**config.mk**
```make
export PLATFORM = sky130hd
export DESIGN_NAME = rat_cell
export DESIGN_NICKNAME = d
export VERILOG_FILES = /design/src/design/rat_pkg.sv /design/src/design/rat_cell.sv
export SDC_FILE = /design/constraint.sdc
export NUM_CORES = 2
export LEC_CHECK = 0
export BUFFER_PORTS_ARGS = -buffer_cell sky130_fd_sc_hd__buf_2
export CAP_MARGIN = 30
export CORE_MARGIN = 2
export CORE_UTILIZATION = 25
export DETAILED_ROUTE_END_ITERATION = 8
export PLACE_DENSITY_LB_ADDON = 0.2
export SYNTH_ARGS = -nofsm -noshare
export SYNTH_HDL_FRONTEND = slang
export SYNTH_SLANG_ARGS = --single-unit
```
**constraint.sdc**
```tcl
create_clock -name clock -period 27.6 [get_ports clock]
set_input_delay 1.38 -clock clock [delete_from_list [all_inputs] [get_ports clock]]
set_output_delay 1.38 -clock clock [all_outputs]
set_load 0.02 [all_outputs]
```
**src/design/rat_pkg.sv**
```systemverilog
// Shared types and constants for the region address translator.
package rat_pkg;

   // Table geometry
   localparam int TABLE_ENTRIES = 16;
   localparam int ENTRY_IDX_W   = 4;
   localparam int COUNT_W       = 5;

   // Field widths
   localparam int ADDR_W      = 64;
   localparam int PAGES_W     = 32;
   localparam int FRAME_W     = 32;
   localparam int PAGE_SIZE_W = 21;
   localparam int PROD_W      = PAGES_W + PAGE_SIZE_W;

   // Configuration port
   localparam int CSR_INDEX_W = 2;
   localparam int CSR_DATA_W  = 32;
   localparam logic [CSR_INDEX_W-1:0] CSR_PAGE_SIZE   = 2'd0;
   localparam logic [CSR_INDEX_W-1:0] CSR_ENTRY_COUNT = 2'd1;
   localparam logic [PAGE_SIZE_W-1:0] PAGE_SIZE_RESET = 21'd8192;
   localparam logic [COUNT_W-1:0]     ENTRY_COUNT_RESET = 5'd0;

   // Request opcodes
   localparam logic OP_WRITE     = 1'b0;
   localparam logic OP_TRANSLATE = 1'b1;

   typedef struct packed {
      logic                   opcode;
      logic [ENTRY_IDX_W-1:0] entry_index;
      logic [ADDR_W-1:0]      region_start;
      logic [PAGES_W-1:0]     region_pages;
      logic [FRAME_W-1:0]     region_frame;
      logic [ADDR_W-1:0]      virtual_address;
   } req_type;

   typedef struct packed {
      logic [ADDR_W-1:0] physical_address;
      logic              hit;
   } rsp_type;

   // Broadcast table write to all cells
   typedef struct packed {
      logic                   en;
      logic [ENTRY_IDX_W-1:0] slot;
      logic [ADDR_W-1:0]      start;
      logic [PAGES_W-1:0]     pages;
      logic [FRAME_W-1:0]     frame;
   } wr_type;

   // Lookup token handed from cell to cell
   typedef struct packed {
      logic              valid;
      logic              found;
      logic [ADDR_W-1:0] va;
      logic [ADDR_W-1:0] pa;
   } probe_type;

endpackage

```
**src/design/rat_cell.sv**
```systemverilog
// One table cell: holds a region, checks the passing lookup and forwards it.
module rat_cell
   import rat_pkg::*;
(
   input  logic                   clock,
   input  logic                   reset,
   input  logic [ENTRY_IDX_W-1:0] cell_index,
   input  logic [PAGE_SIZE_W-1:0] page_size,
   input  logic [COUNT_W-1:0]     entry_count,
   input  wr_type                 wr,
   input  probe_type              probe_in,
   output probe_type              probe_out
);

   logic [ADDR_W-1:0]  start_ff;
   logic [PAGES_W-1:0] pages_ff;
   logic [FRAME_W-1:0] frame_ff;
   logic [PROD_W-1:0]  len_ff, len_in;
   logic [PROD_W-1:0]  base_ff, base_in;
   probe_type          probe_ff, probe_in_next;

   logic              active;
   logic              in_range;
   logic              take;
   logic [ADDR_W-1:0] offset;

   // Region storage, loaded by a write request aimed at this slot
   always_ff @(posedge clock) begin
      if (wr.en && (wr.slot == cell_index)) begin
         start_ff <= wr.start;
         pages_ff <= wr.pages;
         frame_ff <= wr.frame;
      end
   end

   // Region length and base in bytes, kept current from the stored entry
   assign len_in  = PROD_W'(pages_ff) * PROD_W'(page_size);
   assign base_in = PROD_W'(frame_ff) * PROD_W'(page_size);

   always_ff @(posedge clock) begin
      len_ff  <= len_in;
      base_ff <= base_in;
   end

   // Range check against the passing lookup
   assign active   = {1'b0, cell_index} < entry_count;
   assign offset   = probe_in.va - start_ff;
   assign in_range = (probe_in.va >= start_ff) &&
                     (offset < ADDR_W'(len_ff));
   assign take     = probe_in.valid && !probe_in.found && active && in_range;

   always_comb begin
      probe_in_next       = probe_in;
      probe_in_next.found = probe_in.found | take;
      if (take) begin
         probe_in_next.pa = ADDR_W'(base_ff) + offset;
      end
   end

   // Hand the token to the next cell
   always_ff @(posedge clock) begin
      if (reset) begin
         probe_ff.valid <= 1'b0;
      end else begin
         probe_ff.valid <= probe_in_next.valid;
      end
      probe_ff.found <= probe_in_next.found;
      probe_ff.va    <= probe_in_next.va;
      probe_ff.pa    <= probe_in_next.pa;
   end

   assign probe_out = probe_ff;

   // A hit found upstream is never lost
   a_found_kept: assert property (@(posedge clock) disable iff (reset)
      probe_in.valid && probe_in.found |=> probe_out.found &&
         probe_out.pa == $past(probe_in.pa))
      else $error("rat_cell: earlier hit overwritten");

   // An inactive cell never claims the lookup
   a_inactive_pass: assert property (@(posedge clock) disable iff (reset)
      probe_in.valid && !probe_in.found && !active |=> !probe_out.found)
      else $error("rat_cell: inactive cell produced a hit");

   // The token moves one cell per cycle
   a_token_moves: assert property (@(posedge clock) disable iff (reset)
      probe_in.valid |=> probe_out.valid)
      else $error("rat_cell: lookup token dropped");

endmodule

```
Word-level counts from Yosys, hierarchy flattened:

Index checks and enable logic that the tools add are counted.

* output and inout bits: 130
* flip-flop bits (word level): 364

* mux-type cells: 1
* reductions and logical operators: 6
* order comparisons: 3
* multipliers: 2
* eq/ne operators: 1
* bitwise operators: 1
* add/subtract/negate cells: 2

Operator list (count)
* 32-bit by 21-bit multiplier with 53-bit output: 2
* 53-bit by 64-bit adder with 64-bit output: 1
* 64-bit greater-or-equal comparator: 1
* 64-bit by 53-bit less-than comparator with 1-bit output: 1
* 64-bit 2-to-1 mux: 1
* 64-bit subtractor: 1
* 1-bit logical AND: 5
* 4-bit by 5-bit less-than comparator with 1-bit output: 1
* 4-bit == test: 1
* 1-bit zero test: 1
* 1-bit OR: 1

Longest topological paths before layout:

* word-level depth: 5
* depth in mapped cells: 29
* mapped depth without buffers: 27

Least setup slack after synthesis:

Ideal clock, no wire load.

* kind: input to register
* from: in wr[131] in the netlist's numbering
* to: reg frame_ff[0] (enable)
* buffers on the path: 0
* library setup time: 0.928 ns
* cell stages on the path: 2
* required time: 26.672 ns
* setup slack: 12.929 ns
* data arrival time: 13.743 ns
* path through: xor2_1 nor4_1

* word-level cells in the longest chain between the ends: 2

RTL lines
* start, declared: line rat_cell.sv:10 `input wr_type wr,`
* 4-bit == test: line rat_cell.sv:29 `if (wr.en && (wr.slot == cell_index)) begin`
* 1-bit logical AND: line rat_cell.sv:29
* end signal, assigned: line rat_cell.sv:32 `frame_ff <= wr.frame;`
* end, declared: line rat_cell.sv:17 `logic [FRAME_W-1:0] frame_ff;`

Every way passes these cells.
A chain may end at the register's enable or synchronous reset.

Worst setup path after layout:

* from: in page_size[7]
* to: reg base_ff[51]

* word-level cells in the longest chain between the ends: 1

RTL lines
* start, declared: line rat_cell.sv:8 `input logic [PAGE_SIZE_W-1:0] page_size,`
* 32-bit by 21-bit multiplier with 53-bit output: line rat_cell.sv:38 `assign base_in = PROD_W'(frame_ff) * PROD_W'(page_size);`
* named net base_in[51]: line rat_cell.sv:19 `logic [PROD_W-1:0] base_ff, base_in;`
* end signal, assigned: line rat_cell.sv:42 `base_ff <= base_in;`
* end, declared: line rat_cell.sv:19

The timed path passes the listed nets, and every way through them passes these cells.

==> impl_metrics.csv <==
group,metric,value,unit
outcome,outcome,"completed",
yosys,yosysTopAreaCellShare,37.29,%
sta,fin_crit_sh,33.38,%
cts,cts_root_buf,"clkbuf_16",
critical_path,reg2reg_depth,22,
critical_path,startpoint_type,"primary input",
placed_design,place.gp.congestion,0.8577,
critical_path,cp_common_cell,"fa_1",
die,fp-row-count,181,
critical_path,cp.buffers_inverters,5,
cts,cts_sinks,364,
placed_design,hpwl,158900,um
sta,fin_crit,9.213,ns
sta,rsz0062_at_grt,"false",
hold_path,worst_hold_path.num_cells,2,
cts,clk-insertion-delay-late,0.71,ns
yosys,synthesis.area,60980,um^2
cts,cts_resized,0,
sta,maxSlewHeadroom,30.24,%
layout,synthToLayoutAreaGrowth,11.88,%
hold_path,hold_path_class,"flip-flop to flip-flop",
critical_path,critPathMaxFanout,35,
yosys,avgSynthCellArea,9.147,um^2
detailed_routing,avgRoutedWirePerCell,19.74,um
sta,hold_viol,0,
layout,fillCellCount,26080,
critical_path,crit_family,"adder cells",
cts,post_cts_buffers,0,
hold_path,hp-start,"base_ff[0]$_DFF_P_",
yosys,synth_top_area_cell,"fa_1",
cts,clk_pin_slew,0.05,ns
yosys,synth_cells,6667,
critical_path,reg2reg_to,"len_ff[48]$_DFF_P_",
die,die_w,497.9,um
grt,grtUsageTotal,16.16,%
sta,finalSetupViolations,0,
yosys,yosysWarnings,0,
cts,clock_path_buffers,3,
critical_path,arrival,9.80,ns
critical_path,reg2reg_from,"pages_ff[12]$_DFFE_PP_",
grt,grt_overflow,0,
detailed_routing,postRouteAntennaNets,0,
job,maxCapViolations,0,
hold_path,hold_path_end,"probe_out[0]$_DFF_P_",
die,die_h,497.9,um
layout,multi_input_area,45890,um^2
layout,drive_gt1_share,8.955,%
die,core,243000,um^2
cts,postCtsHoldBufs,0,
yosys,synth-edff-count,128,
critical_path,crit_start,"page_size[7]",
die,ioPinCount,425,
yosys,yosysUniqueCellTypes,88,
grt,grt_max_degree,84,
detailed_routing,drtIter0Drc,2637,
critical_path,reg2reg_slack,19.09,ns
cts,cts_htree_levels,2,
critical_path,slowest_stage,"buf_4",
detailed_routing,routed_wl,199700,um
detailed_routing,drtPass1Iterations,5,
detailed_routing,drc_errors,0,
critical_path,max_stage_delay,0.58,ns
die,die_area,247900,um^2
sta,fin_tns_setup,0,ns
detailed_routing,vias,45400,
grt,grt_pass1_vias,49570,
cts,cts_tree,"yes",
critical_path,end_kind,"flip-flop",
sta,slew_viol_final,0,
placed_design,portBuffers,424,
sta,worstMarginPinSlew,1.046,ns
yosys,ys_seq_elements,364,
grt,antenna_found_initial,40,
critical_path,required,28.19,ns
die,start_util,25.10,%
layout,nets,8800,
cts,cts-buffers-inserted,50,
grt,grt_pass1_wl,308500,um
yosys,seq_area_frac_synth,14.05,%
critical_path,critPathKind,"primary input to flip-flop",
yosys,postSynth.asyncResetShare,0,%
yosys,synthFlopType,"dfxtp_1",
sta,fmaxAchievable,108.5,MHz
yosys,synth_nets,8596,
sta,skew,0.05578,ns
detailed_routing,viasPerCell,4.486,
yosys,synthTopCellsByArea,"fa_1 37%, ha_1 10%, inv_1 8.5%, dfxtp_1 7.7%, and2_1 7.4%",
layout,regArea,8568,um^2
[final cells by class]
| class | instances | area share [%] |
|---|---|---|
| sequential | 364 | 12.56 |
| antenna | 6 | 0.02201 |
| timing repair buffer | 497 | 4.196 |
| clock inverter | 27 | 0.3411 |
| multi-input combinational | 4574 | 67.26 |
| tap | 3202 | 5.872 |
| clock buffer | 66 | 2.133 |
| inverter | 1384 | 7.614 |
[worst reg2reg max path, stage by stage, from the launching register on]
cell and delay, ns:
edfxtp_1 1.01, nand2_1 0.20, fa_1 0.55, fa_1 0.53
fa_1 0.52, inv_1 0.05, fa_1 0.56, fa_1 0.43
fa_1 0.54, inv_1 0.06, fa_1 0.48, inv_1 0.04
ha_1 0.40, and3_1 0.25, and4_1 0.27, inv_1 0.06
a211oi_1 0.40, o211ai_1 0.31, a211o_1 0.41, a21o_1 0.19
a31oi_1 0.36, a31oi_1 0.19, xnor2_1 0.49
[through the flow]
stage | hold WS (ns) | setup WS (ns) | utilization [%] | std cells | area (um^2)
2_1_floorplan | 0.4722 | 12.93 | - | 6667 | 60980
3_3_place_gp | 0.6002 | 17.57 | 27.28 | 10010 | 66300
3_5_place_dp | 0.5704 | 17.63 | 27.32 | 10020 | 66390
4_1_cts | 0.5906 | 18.36 | 28.02 | 10110 | 68080
5_1_grt | 0.6370 | 17.85 | 28.07 | 10120 | 68220
6_report | 0.5869 | 18.39 | 28.08 | 10120 | 68230
[how the worst max path moves through the flow]
stage,to,slack (ns),depth (start not counted)
after detailed placement,base_ff[51]$_DFF_P_,17.63,25
after global placement,base_ff[51]$_DFF_P_,17.57,25
after floorplan,frame_ff[0]$_DFFE_PP_,12.93,2
after CTS,base_ff[51]$_DFF_P_,18.36,25
final,base_ff[51]$_DFF_P_,18.39,25
after global routing,base_ff[51]$_DFF_P_,17.85,25
[cell usage in the layout (no fill, tap or decap), types with 18 or more instances in the layout]
master	count
o211ai_1	18
nor2b_1	40
a21o_1	110
o21ai_0	135
o21bai_1	34
mux2_1	36
a21oi_1	259
fa_1	1136
a31oi_1	19
nand2b_1	25
and3_1	20
buf_4	71
dfxtp_1	236
nand4_1	54
nor3_1	35
nor2_1	140
a211oi_1	25
buf_2	416
ha_1	498
xor2_1	72
nand3_1	43
nand2_1	790
xnor2_1	125
clkbuf_16	53
edfxtp_1	128
and2_1	725
inv_1	1384
o21a_1	44
[routing by layer]
| metal | global-route usage (%) | vias to the layer above | share of wire [%] |
|---|---|---|---|
| li1 | - | 20780 | - |
| met1 | 22.72 | 23270 | 47 |
| met2 | 26.32 | 1131 | 45 |
| met3 | 2.539 | 192 | 5.6 |
| met4 | 2.873 | 28 | 1.8 |
| met5 | 0 | - | 0.092 |
[cell usage after synthesis, types with 9 or more instances]
cell type / instances
inv_1: 1384
fa_1: 1136
nand2_1: 790
and2_1: 725
ha_1: 498
clkbuf_1: 332
a21oi_1: 259
dfxtp_1: 236
nor2_1: 140
o21ai_0: 135
edfxtp_1: 128
xnor2_1: 125
a21o_1: 110
xor2_1: 72
nand4_1: 54
o21a_1: 44
nand3_1: 43
nor2b_1: 40
mux2_1: 36
nor3_1: 35
o21bai_1: 34
a211oi_1: 25
nand2b_1: 25
and3_1: 20
a31oi_1: 19
o211ai_1: 18
nor4_1: 16
mux2_2: 15
a21boi_0: 14
o31ai_1: 12
a211o_1: 9
[flip-flops by register name (all words and copies together), names as in the netlist]
name,count
probe_out,130
start_ff,64
base_ff,53
len_ff,53
frame_ff,32
pages_ff,32
[logic make-up after synthesis]
group | count (synthesis) | share of synthesized area [%]
mux | 59 | 1.073
buf+inv | 1729 | 10.72
flops | 364 | 14.05
compound gates | 765 | 8.037
xor+xnor | 197 | 2.829
fa+ha+maj | 1634 | 47.51
simple gates | 1919 | 15.79
Power is not shown: default switching activity piles up to over one toggle a cycle in this logic, so the estimate is an artifact.
